===== src/rtl/nbt_pkg.sv =====
// Shared types and constants for the nearest blob tracker.
// Holds the transaction payload structs, the blob table word and the fixed codes.
// No dependencies.
package nbt_pkg;

  localparam int COORD_W  = 14;
  localparam int AGE_W    = 3;
  localparam int RADIUS_W = 26;
  localparam int SLOT_W   = 4;
  localparam int LIVE_W   = 5;
  localparam int DIST_W   = 2 * COORD_W + 1;

  localparam logic [RADIUS_W-1:0] RADIUS_RESET    = 26'd2304;
  localparam logic [AGE_W-1:0]    AGE_LIMIT_RESET = 3'd5;
  localparam logic [AGE_W-1:0]    AGE_MAX         = 3'd7;

  // func codes
  localparam logic FUNC_DETECT = 1'b0;
  localparam logic FUNC_EOF    = 1'b1;

  // register index, taken from paddr[2]
  localparam logic REG_RADIUS = 1'b0;
  localparam logic REG_AGE    = 1'b1;

  typedef struct packed {
    logic               func;
    logic [COORD_W-1:0] centroid_x;
    logic [COORD_W-1:0] centroid_y;
  } in_item_t;

  typedef struct packed {
    logic [SLOT_W-1:0] slot;
    logic              is_new;
    logic              dropped;
    logic [LIVE_W-1:0] live_count;
  } out_item_t;

  // one word of the blob table memory
  typedef struct packed {
    logic [COORD_W-1:0] x;
    logic [COORD_W-1:0] y;
    logic [AGE_W-1:0]   age;
  } blob_t;

endpackage


===== src/rtl/nearest_blob_tracker.sv =====
// Nearest-neighbor blob tracker: top level with the blob table memory and scan pipeline.
// Depends on nbt_pkg (payload structs, table word, codes).
//
// Usage:
//   Input channel (in_valid/in_ready/in_data) takes one transaction per item: a
//   detection (func = FUNC_DETECT) with a Q10.4 centroid, or an end-of-frame marker.
//   Output channel (out_valid/out_ready/out_data) returns exactly one transaction per
//   item: the matched or allocated slot, is_new, dropped and the live blob count.
//   Configuration goes through the APB-style port: match_radius_sq at 0x0, age_limit
//   at 0x4. pready is tied high; write only while the block is idle.
// Timing:
//   Every item sweeps the whole table through the single read port of the blob
//   memory, one slot per cycle, then drains a two-stage distance pipeline and
//   commits in the decide state. One item is in work at a time: a new item is
//   taken only once the last one has left the decide state.
// Reset:
//   Clears the valid and paired bits, the live count, the pipeline and both
//   registers to their defaults. The memory is not cleared; only live slots' data is used.
// Stall:
//   The result sits in an output register. A new item is taken while it waits;
//   that item's decide cycle holds until the output register is free.
module nearest_blob_tracker #(
  parameter int MAX_BLOBS = 16
) (
  input  logic               clk,
  input  logic               rst_n,
  input  logic               in_valid,
  output logic               in_ready,
  input  nbt_pkg::in_item_t  in_data,
  output logic               out_valid,
  input  logic               out_ready,
  output nbt_pkg::out_item_t out_data,
  input  logic               psel,
  input  logic               penable,
  input  logic               pwrite,
  input  logic [2:0]         paddr,
  input  logic [31:0]        pwdata,
  output logic [31:0]        prdata,
  output logic               pready
);

  localparam int IDX_W = (MAX_BLOBS > 1) ? $clog2(MAX_BLOBS) : 1;
  localparam int CNT_W = $clog2(MAX_BLOBS + 1);
  localparam int CW    = nbt_pkg::COORD_W;
  localparam int AW    = nbt_pkg::AGE_W;
  localparam int DW    = nbt_pkg::DIST_W;
  localparam int RW    = nbt_pkg::RADIUS_W;
  localparam int SLW   = nbt_pkg::SLOT_W;
  localparam int LVW   = nbt_pkg::LIVE_W;
  localparam logic [IDX_W-1:0] LAST_IDX = IDX_W'(MAX_BLOBS - 1);
  localparam logic [CNT_W-1:0] FULL_CNT = CNT_W'(MAX_BLOBS);

  localparam logic [1:0] ST_IDLE   = 2'd0;
  localparam logic [1:0] ST_SCAN   = 2'd1;
  localparam logic [1:0] ST_DRAIN  = 2'd2;
  localparam logic [1:0] ST_DECIDE = 2'd3;

  // ---------------------------------------------------------------- registers
  logic [1:0]               state_r;
  nbt_pkg::in_item_t        item_r;
  logic [IDX_W-1:0]         idx_r;
  logic [RW-1:0]            radius_r;
  logic [AW-1:0]            age_lim_r;
  logic [MAX_BLOBS-1:0]     slot_valid_r;
  logic [MAX_BLOBS-1:0]     paired_r;
  logic [CNT_W-1:0]         live_cnt_r;
  logic [CNT_W-1:0]         live_cnt_nxt;

  // blob table memory: x, y and age of each slot
  nbt_pkg::blob_t           mem [MAX_BLOBS];
  nbt_pkg::blob_t           mem_rdata_r;
  logic                     mem_we;
  logic [IDX_W-1:0]         mem_waddr;
  nbt_pkg::blob_t           mem_wdata;

  // stage 1: read data back, stage 2: distance sum and nearest search
  logic                     s1_v_r;
  logic [IDX_W-1:0]         s1_idx_r;
  logic                     s2_v_r;
  logic [IDX_W-1:0]         s2_idx_r;
  logic [AW-1:0]            s2_age_r;
  logic [2*CW-1:0]          sqx_r;
  logic [2*CW-1:0]          sqy_r;

  logic                     found_r;
  logic [IDX_W-1:0]         best_idx_r;
  logic [DW-1:0]            best_d_r;
  logic [AW-1:0]            best_age_r;
  logic                     free_found_r;
  logic [IDX_W-1:0]         free_idx_r;

  logic                     out_valid_r;
  nbt_pkg::out_item_t       out_data_r;

  // ---------------------------------------------------------------- control
  logic                     in_fire;
  logic                     is_detect;
  logic                     out_free;
  logic                     fire;
  logic                     is_match;
  logic                     do_alloc;
  nbt_pkg::out_item_t       res;

  assign in_ready  = (state_r == ST_IDLE);
  assign in_fire   = in_valid && in_ready;
  assign is_detect = (item_r.func == nbt_pkg::FUNC_DETECT);
  assign out_free  = !out_valid_r || out_ready;
  assign fire      = (state_r == ST_DECIDE) && out_free;
  assign is_match  = found_r && (best_d_r < DW'(radius_r));
  assign do_alloc  = !is_match && free_found_r;

  always_ff @(posedge clk) begin
    if (!rst_n) begin
      state_r <= ST_IDLE;
      idx_r   <= '0;
    end else begin
      unique case (state_r)
        ST_IDLE: begin
          if (in_fire) begin
            state_r <= ST_SCAN;
            idx_r   <= '0;
          end
        end
        ST_SCAN: begin
          // issue one table read per cycle
          if (idx_r == LAST_IDX) begin
            state_r <= ST_DRAIN;
          end else begin
            idx_r <= idx_r + 1'b1;
          end
        end
        ST_DRAIN: begin
          if (!s1_v_r && !s2_v_r) begin
            state_r <= ST_DECIDE;
          end
        end
        ST_DECIDE: begin
          if (out_free) begin
            state_r <= ST_IDLE;
          end
        end
        default: state_r <= ST_IDLE;
      endcase
    end
  end

  always_ff @(posedge clk) begin
    if (in_fire) begin
      item_r <= in_data;
    end
  end

  // ---------------------------------------------------------------- memory
  always_ff @(posedge clk) begin
    if (mem_we) begin
      mem[mem_waddr] <= mem_wdata;
    end
    if (state_r == ST_SCAN) begin
      mem_rdata_r <= mem[idx_r];
    end
  end

  // ---------------------------------------------------------------- stage 1
  logic [CW-1:0] dx;
  logic [CW-1:0] dy;
  logic          s1_live;
  logic          s1_paired;
  logic          age_over;
  logic          eof_act;
  logic          eof_free;
  logic          eof_inc;

  assign dx = (mem_rdata_r.x > item_r.centroid_x) ? mem_rdata_r.x - item_r.centroid_x
                                                  : item_r.centroid_x - mem_rdata_r.x;
  assign dy = (mem_rdata_r.y > item_r.centroid_y) ? mem_rdata_r.y - item_r.centroid_y
                                                  : item_r.centroid_y - mem_rdata_r.y;

  // end of frame: age or free the slot whose data just came back, write back in place
  assign s1_live   = slot_valid_r[s1_idx_r];
  assign s1_paired = paired_r[s1_idx_r];
  assign age_over  = mem_rdata_r.age > age_lim_r;
  assign eof_act   = s1_v_r && !is_detect && s1_live;
  assign eof_free  = eof_act && age_over && !s1_paired;
  assign eof_inc   = eof_act && !age_over && (mem_rdata_r.age != nbt_pkg::AGE_MAX);

  always_ff @(posedge clk) begin
    if (!rst_n) begin
      s1_v_r <= 1'b0;
      s2_v_r <= 1'b0;
    end else begin
      s1_v_r <= (state_r == ST_SCAN);
      s2_v_r <= s1_v_r && is_detect;
    end
  end

  always_ff @(posedge clk) begin
    s1_idx_r <= idx_r;
    s2_idx_r <= s1_idx_r;
    s2_age_r <= mem_rdata_r.age;
    sqx_r    <= (2*CW)'(dx) * (2*CW)'(dx);
    sqy_r    <= (2*CW)'(dy) * (2*CW)'(dy);
  end

  // ---------------------------------------------------------------- stage 2
  logic [DW-1:0] dist_sum;
  assign dist_sum = DW'(sqx_r) + DW'(sqy_r);

  always_ff @(posedge clk) begin
    if (!rst_n) begin
      found_r      <= 1'b0;
      free_found_r <= 1'b0;
    end else if (in_fire) begin
      found_r      <= 1'b0;
      free_found_r <= 1'b0;
    end else if (s2_v_r) begin
      // valid bits are static during a detection sweep; strict compare keeps the lowest tie
      if (slot_valid_r[s2_idx_r]) begin
        if (!found_r || dist_sum < best_d_r) begin
          found_r <= 1'b1;
        end
      end else if (!free_found_r) begin
        free_found_r <= 1'b1;
      end
    end
  end

  always_ff @(posedge clk) begin
    if (s2_v_r) begin
      if (slot_valid_r[s2_idx_r]) begin
        if (!found_r || dist_sum < best_d_r) begin
          best_idx_r <= s2_idx_r;
          best_d_r   <= dist_sum;
          best_age_r <= s2_age_r;
        end
      end else if (!free_found_r) begin
        free_idx_r <= s2_idx_r;
      end
    end
  end

  // ---------------------------------------------------------------- write-back
  // Reads and writes never hit the same slot in the same cycle: the sweep writes only the
  // slot one behind the read pointer, and the decide cycle writes after the sweep.
  always_comb begin
    mem_we    = 1'b0;
    mem_waddr = s1_idx_r;
    mem_wdata = mem_rdata_r;
    if (eof_inc) begin
      mem_we        = 1'b1;
      mem_wdata.age = mem_rdata_r.age + 1'b1;
    end else if (fire && is_detect && is_match) begin
      mem_we    = 1'b1;
      mem_waddr = best_idx_r;
      mem_wdata = '{x: item_r.centroid_x, y: item_r.centroid_y, age: best_age_r};
    end else if (fire && is_detect && do_alloc) begin
      mem_we    = 1'b1;
      mem_waddr = free_idx_r;
      mem_wdata = '{x: item_r.centroid_x, y: item_r.centroid_y, age: '0};
    end
  end

  always_comb begin
    live_cnt_nxt = live_cnt_r;
    if (eof_free) begin
      live_cnt_nxt = live_cnt_r - 1'b1;
    end else if (fire && is_detect && do_alloc) begin
      live_cnt_nxt = live_cnt_r + 1'b1;
    end
  end

  always_ff @(posedge clk) begin
    if (!rst_n) begin
      slot_valid_r <= '0;
      paired_r     <= '0;
      live_cnt_r   <= '0;
    end else begin
      live_cnt_r <= live_cnt_nxt;
      if (eof_free) begin
        slot_valid_r[s1_idx_r] <= 1'b0;
      end
      if (fire) begin
        if (!is_detect) begin
          // drop all paired marks at the end of the frame
          paired_r <= '0;
        end else if (is_match) begin
          paired_r[best_idx_r] <= 1'b1;
        end else if (do_alloc) begin
          paired_r[free_idx_r]     <= 1'b1;
          slot_valid_r[free_idx_r] <= 1'b1;
        end
      end
    end
  end

  // ---------------------------------------------------------------- result
  always_comb begin
    res            = '0;
    res.live_count = LVW'(live_cnt_nxt);
    if (is_detect) begin
      if (is_match) begin
        res.slot = SLW'(best_idx_r);
      end else if (do_alloc) begin
        res.slot   = SLW'(free_idx_r);
        res.is_new = 1'b1;
      end else begin
        res.dropped = 1'b1;
      end
    end
  end

  always_ff @(posedge clk) begin
    if (!rst_n) begin
      out_valid_r <= 1'b0;
    end else if (fire) begin
      out_valid_r <= 1'b1;
    end else if (out_ready) begin
      out_valid_r <= 1'b0;
    end
  end

  always_ff @(posedge clk) begin
    if (fire) begin
      out_data_r <= res;
    end
  end

  assign out_valid = out_valid_r;
  assign out_data  = out_data_r;

  // ---------------------------------------------------------------- config port
  always_ff @(posedge clk) begin
    if (!rst_n) begin
      radius_r  <= nbt_pkg::RADIUS_RESET;
      age_lim_r <= nbt_pkg::AGE_LIMIT_RESET;
    end else if (psel && penable && pwrite) begin
      case (paddr[2])
        nbt_pkg::REG_RADIUS: radius_r  <= pwdata[RW-1:0];
        nbt_pkg::REG_AGE:    age_lim_r <= pwdata[AW-1:0];
        default: ;
      endcase
    end
  end

  always_comb begin
    case (paddr[2])
      nbt_pkg::REG_RADIUS: prdata = 32'(radius_r);
      nbt_pkg::REG_AGE:    prdata = 32'(age_lim_r);
      default:             prdata = '0;
    endcase
  end

  assign pready = 1'b1;

  // ---------------------------------------------------------------- assertions
  a_live_count_matches: assert property (@(posedge clk) disable iff (!rst_n)
    live_cnt_r == CNT_W'($countones(slot_valid_r)))
    else $error("live count out of step with valid bits");

  a_drop_only_when_full: assert property (@(posedge clk) disable iff (!rst_n)
    (fire && res.dropped) |-> (live_cnt_r == FULL_CNT))
    else $error("detection dropped with a free slot");

  a_new_not_dropped: assert property (@(posedge clk) disable iff (!rst_n)
    out_valid_r |-> !(out_data_r.is_new && out_data_r.dropped))
    else $error("result both allocated and dropped");

  a_no_valid_change_in_detect: assert property (@(posedge clk) disable iff (!rst_n)
    (s2_v_r && $past(s2_v_r)) |-> $stable(slot_valid_r))
    else $error("valid bits changed during a detection sweep");

endmodule


===== config.mk =====
export PLATFORM = sky130hd
export DESIGN_NAME = nearest_blob_tracker
export DESIGN_NICKNAME = d
export VERILOG_FILES = /design/src/rtl/nbt_pkg.sv /design/src/rtl/nearest_blob_tracker.sv
export SDC_FILE = /design/constraint.sdc
export NUM_CORES = 2
export LEC_CHECK = 0
export BUFFER_PORTS_ARGS = -buffer_cell sky130_fd_sc_hd__buf_2
export CORE_UTILIZATION = 60
export CTS_BUF_LIST = sky130_fd_sc_hd__clkbuf_4 sky130_fd_sc_hd__clkbuf_8
export DETAILED_ROUTE_END_ITERATION = 8
export PLACE_DENSITY = 0.77
export RECOVER_POWER = 25
export SYNTH_ARGS = -nofsm -noshare
export SYNTH_HDL_FRONTEND = slang
export SYNTH_SLANG_ARGS = --single-unit

===== constraint.sdc =====
create_clock -name clk -period 11.3 [get_ports clk]
set_clock_uncertainty 0.05 [all_clocks]
set_input_delay 0 -clock clk [delete_from_list [all_inputs] [get_ports clk]]
set_output_delay 0 -clock clk [all_outputs]
set_load 0.005 [all_outputs]

==> impl_metrics.csv <==
group,metric,value,unit
synth,synth-edff-count,607,
global_routing,antenna_found_initial,2,
drt,detailroute.via_count,28300,
clocking,worst_skew_pair.late_latency,0.76,ns
synth,synth.yosys.warnings,0,
drt,antenna_violating_nets_left,0,
timing,slew-limit-headroom,-163,%
clocking,cts_resized,0,
drt,remaining_drc_errors,0,
critical_path,worstPathMaxFanout,23,
clocking,clk_pin_slew,0.06,ns
clocking,cts_num_sinks,749,
clocking,cts.root.buffer_cell,"clkbuf_8",
critical_path,max_stage_delay,0.74,ns
synth,avgSynthCellArea,12.8,µm²
min_path,hp-class,"in2reg",
layout,fin_nets,4390,
drt,wl_per_cell,21.0,µm
global_routing,global_route.usage.total,27.6,%
synth,cells_after_synth,3456,
critical_path,end_kind,"flip-flop",
place,hpwl_detailed,66300,µm
timing,final-max-slew-violation-count,388,
critical_path,critical-path-slowest-cell,"xnor2_1",
clocking,cts-root-to-sink-buffers,3,
timing,setup_viol,0,
global_routing,grt_pass1_vias,29200,
clocking,cts-htree-levels,3,
floorplan,die_width,273,µm
drt,detail_route.vias_per_cell,5.86,
floorplan,ios,117,
timing,achievable-frequency,100,MHz
clocking,tritoncts,"yes",
timing,final_min_period_over_clock_period,88.4,%
global_routing,pin_count_of_the_biggest_net_entering_global_routing,67,
flow_run,cap_violations,10,
synth,synth_cell_types,102,
critical_path,cp-start-kind,"flip-flop",
floorplan,row_count,99,
critical_path,cp.arrival,10.61,ns
floorplan,core_region_area,0.0728,mm²
synth,postSynthRegisterBits,749,
run_status,failed_checks,"max-capacitance violations, max-slew violations",
synth,synth_seq_area_share,47.8,%
synth,synth_area_leaders,"edfxtp_1 41%, fa_1 11%, ha_1 9.1%",
critical_path,critical_path_class,"reg2reg",
global_routing,grt_overflow_total,0,
floorplan,start_util,60.5,%
timing,totalNegativeSetupSlack,0,ns
timing,rsz0062_at_grt,"false",
layout,syn_to_final_growth,12.3,%
floorplan,die_height,273,µm
drt,drt_first_iter_violations,2790,
timing,finalHoldViolations,0,
drt,drt_pass1_iterations,5,
drt,finalWirelength,101000,µm
synth,synth-main-ff-cell,"edfxtp_1",
global_routing,grt_pass1_wl,158000,µm
synth,synth_top_cell_by_area,"edfxtp_1",
layout,number_of_fillers_in_the_final_layout,5042,
synth,synth_area,0.0441,mm²
run_status,status,"finished with violations",
place,placer_s_final_routability_congestion_estimate,0.921,
critical_path,path_buf_inv,7,
place,placement.io_buffers,101,
synth,async_reset_ff_share,0,%
floorplan,die_area,0.0746,mm²
critical_path,crit_required,11.93,ns
timing,timing_worst_slew_pin_value,3.94,ns
layout,final_layout_size_suffix_gt1_share,14.4,%
clocking,tritoncts.num_buffers,115,
critical_path,cp_top_family,"adder cells",
timing,period_needed,9.99,ns
synth,synth_largest_type_area_fraction,41.3,%
==> Yosys cell counts (17+ instances only) <==
| master | n |
|---|---|
| nor2_1 | 219 |
| a31oi_1 | 23 |
| xnor2_1 | 60 |
| a21o_1 | 73 |
| or2_2 | 17 |
| inv_1 | 461 |
| nor2b_1 | 28 |
| ha_1 | 320 |
| nand4_1 | 28 |
| nand2_1 | 250 |
| dfxtp_1 | 142 |
| nand3_1 | 37 |
| clkbuf_1 | 74 |
| fa_1 | 234 |
| a21oi_1 | 144 |
| mux4_2 | 170 |
| edfxtp_1 | 607 |
| o21ai_0 | 119 |
| xor2_1 | 43 |
| nand2b_1 | 44 |
| mux2i_1 | 21 |
| nor3_1 | 40 |
| and2_1 | 18 |
==> per-stage QoR <==
stage	worst slack [ns]	area [µm²]	utilization, %	hold slack [ns]	std cells
floorplan	2.95	44100	-	0.0489	3461
global placement	1.64	45900	63.0	0.127	4465
detailed placement	1.58	45900	63.0	0.128	4465
CTS	1.55	49600	68.1	0.00271	4824
global route	0.707	49500	68.0	0.108	4826
finish	1.31	49500	68.0	0.0940	4826
==> cells in the final DEF (no fill, tap or decap), drive strengths merged, types with 13 or more instances in the layout <==
cell type and count:
a211oi 14, a21o 73, a21oi 146, a31oi 24
and2 18, and3 14, buf 111, clkbuf 196
clkinv 67, dfxtp 142, dlygate4sd3 142, edfxtp 607
fa 234, ha 320, inv 473, mux2i 22
mux4 170, nand2 255, nand2b 45, nand3 38
nand4 29, nor2 221, nor2b 28, nor3 41
nor4 16, o21a 15, o21ai 125, o21bai 13
or2 17, xnor2 66, xor2 46
==> worst paths after layout <==
| path | cells past startpoint | start | end | slack, ns |
|---|---|---|---|---|
| worst max register to register | 32 | item_r[19] | sqx_r[26] | 1.31 |
| worst min-delay path | 5 | psel | radius_r[13] | 0.09 |
| worst min register to register | 0 | s2_age_r[2] | best_age_r[2] | 0.34 |
| worst max-delay path | 32 | item_r[19] | sqx_r[26] | 1.31 |
==> routing by layer <==
metal / vias up / track usage [%] / routed length, µm
met4: 2 / 9.84 / 3090
met2: 1194 / 46.2 / 50100
met3: 233 / 4.02 / 7350
met5: - / 0 / 10
met1: 14000 / 37.1 / 40600
li1: 12900 / - / -
==> sequential cells by signal, indices dropped and copies added (netlist names), 2 cells and up <==
signal        flops
mem             496
mem_rdata_r      31
best_d_r         29
item_r           29
sqx_r            27
sqy_r            27
radius_r         26
paired_r         16
slot_valid_r     16
out_data         11
live_cnt_r        5
best_idx_r        4
free_idx_r        4
idx_r             4
s1_idx_r          4
s2_idx_r          4
age_lim_r         3
best_age_r        3
s2_age_r          3
state_r           2
==> worst min-delay path, stage by stage <==
cell and delay (ns):
buf_2 0.10, nand3_1 0.08, or2_2 0.44, nand2_1 0.10
a21oi_1 0.13
==> cell families after synthesis <==
kind of cell               synth area share (%)
and+or+nand+nor                            7.99
DFF                                        47.8
adders and majority gates                  19.7
other                                    0.0170
xor gates and xnor gates                   2.40
muxes                                      9.39
buffers and inverters                      5.43
AOI/OAI and AO/OA                          7.29
==> layout make-up <==
cell class | instances | area (µm²) | area share (%)
flip-flops and latches | 749 | 21100 | 42.6
multi-input cells | 2118 | 20800 | 42.0
repair buffers | 311 | 2340 | 4.72
clock buffers | 138 | 1790 | 3.61
inverters | 470 | 1760 | 3.56
well taps | 959 | 1200 | 2.42
clock inverters | 79 | 562 | 1.13
diodes | 2 | 5.00 | 0.0101
==> what timing repair did <==
item                      4_1_cts  5_1_grt
setup buffers                   0        0
hold buffers                  142        0
hold endpoints to repair       85        0
Power is not shown: default switching activity piles up to over one toggle a cycle in this logic, so the estimate is an artifact.
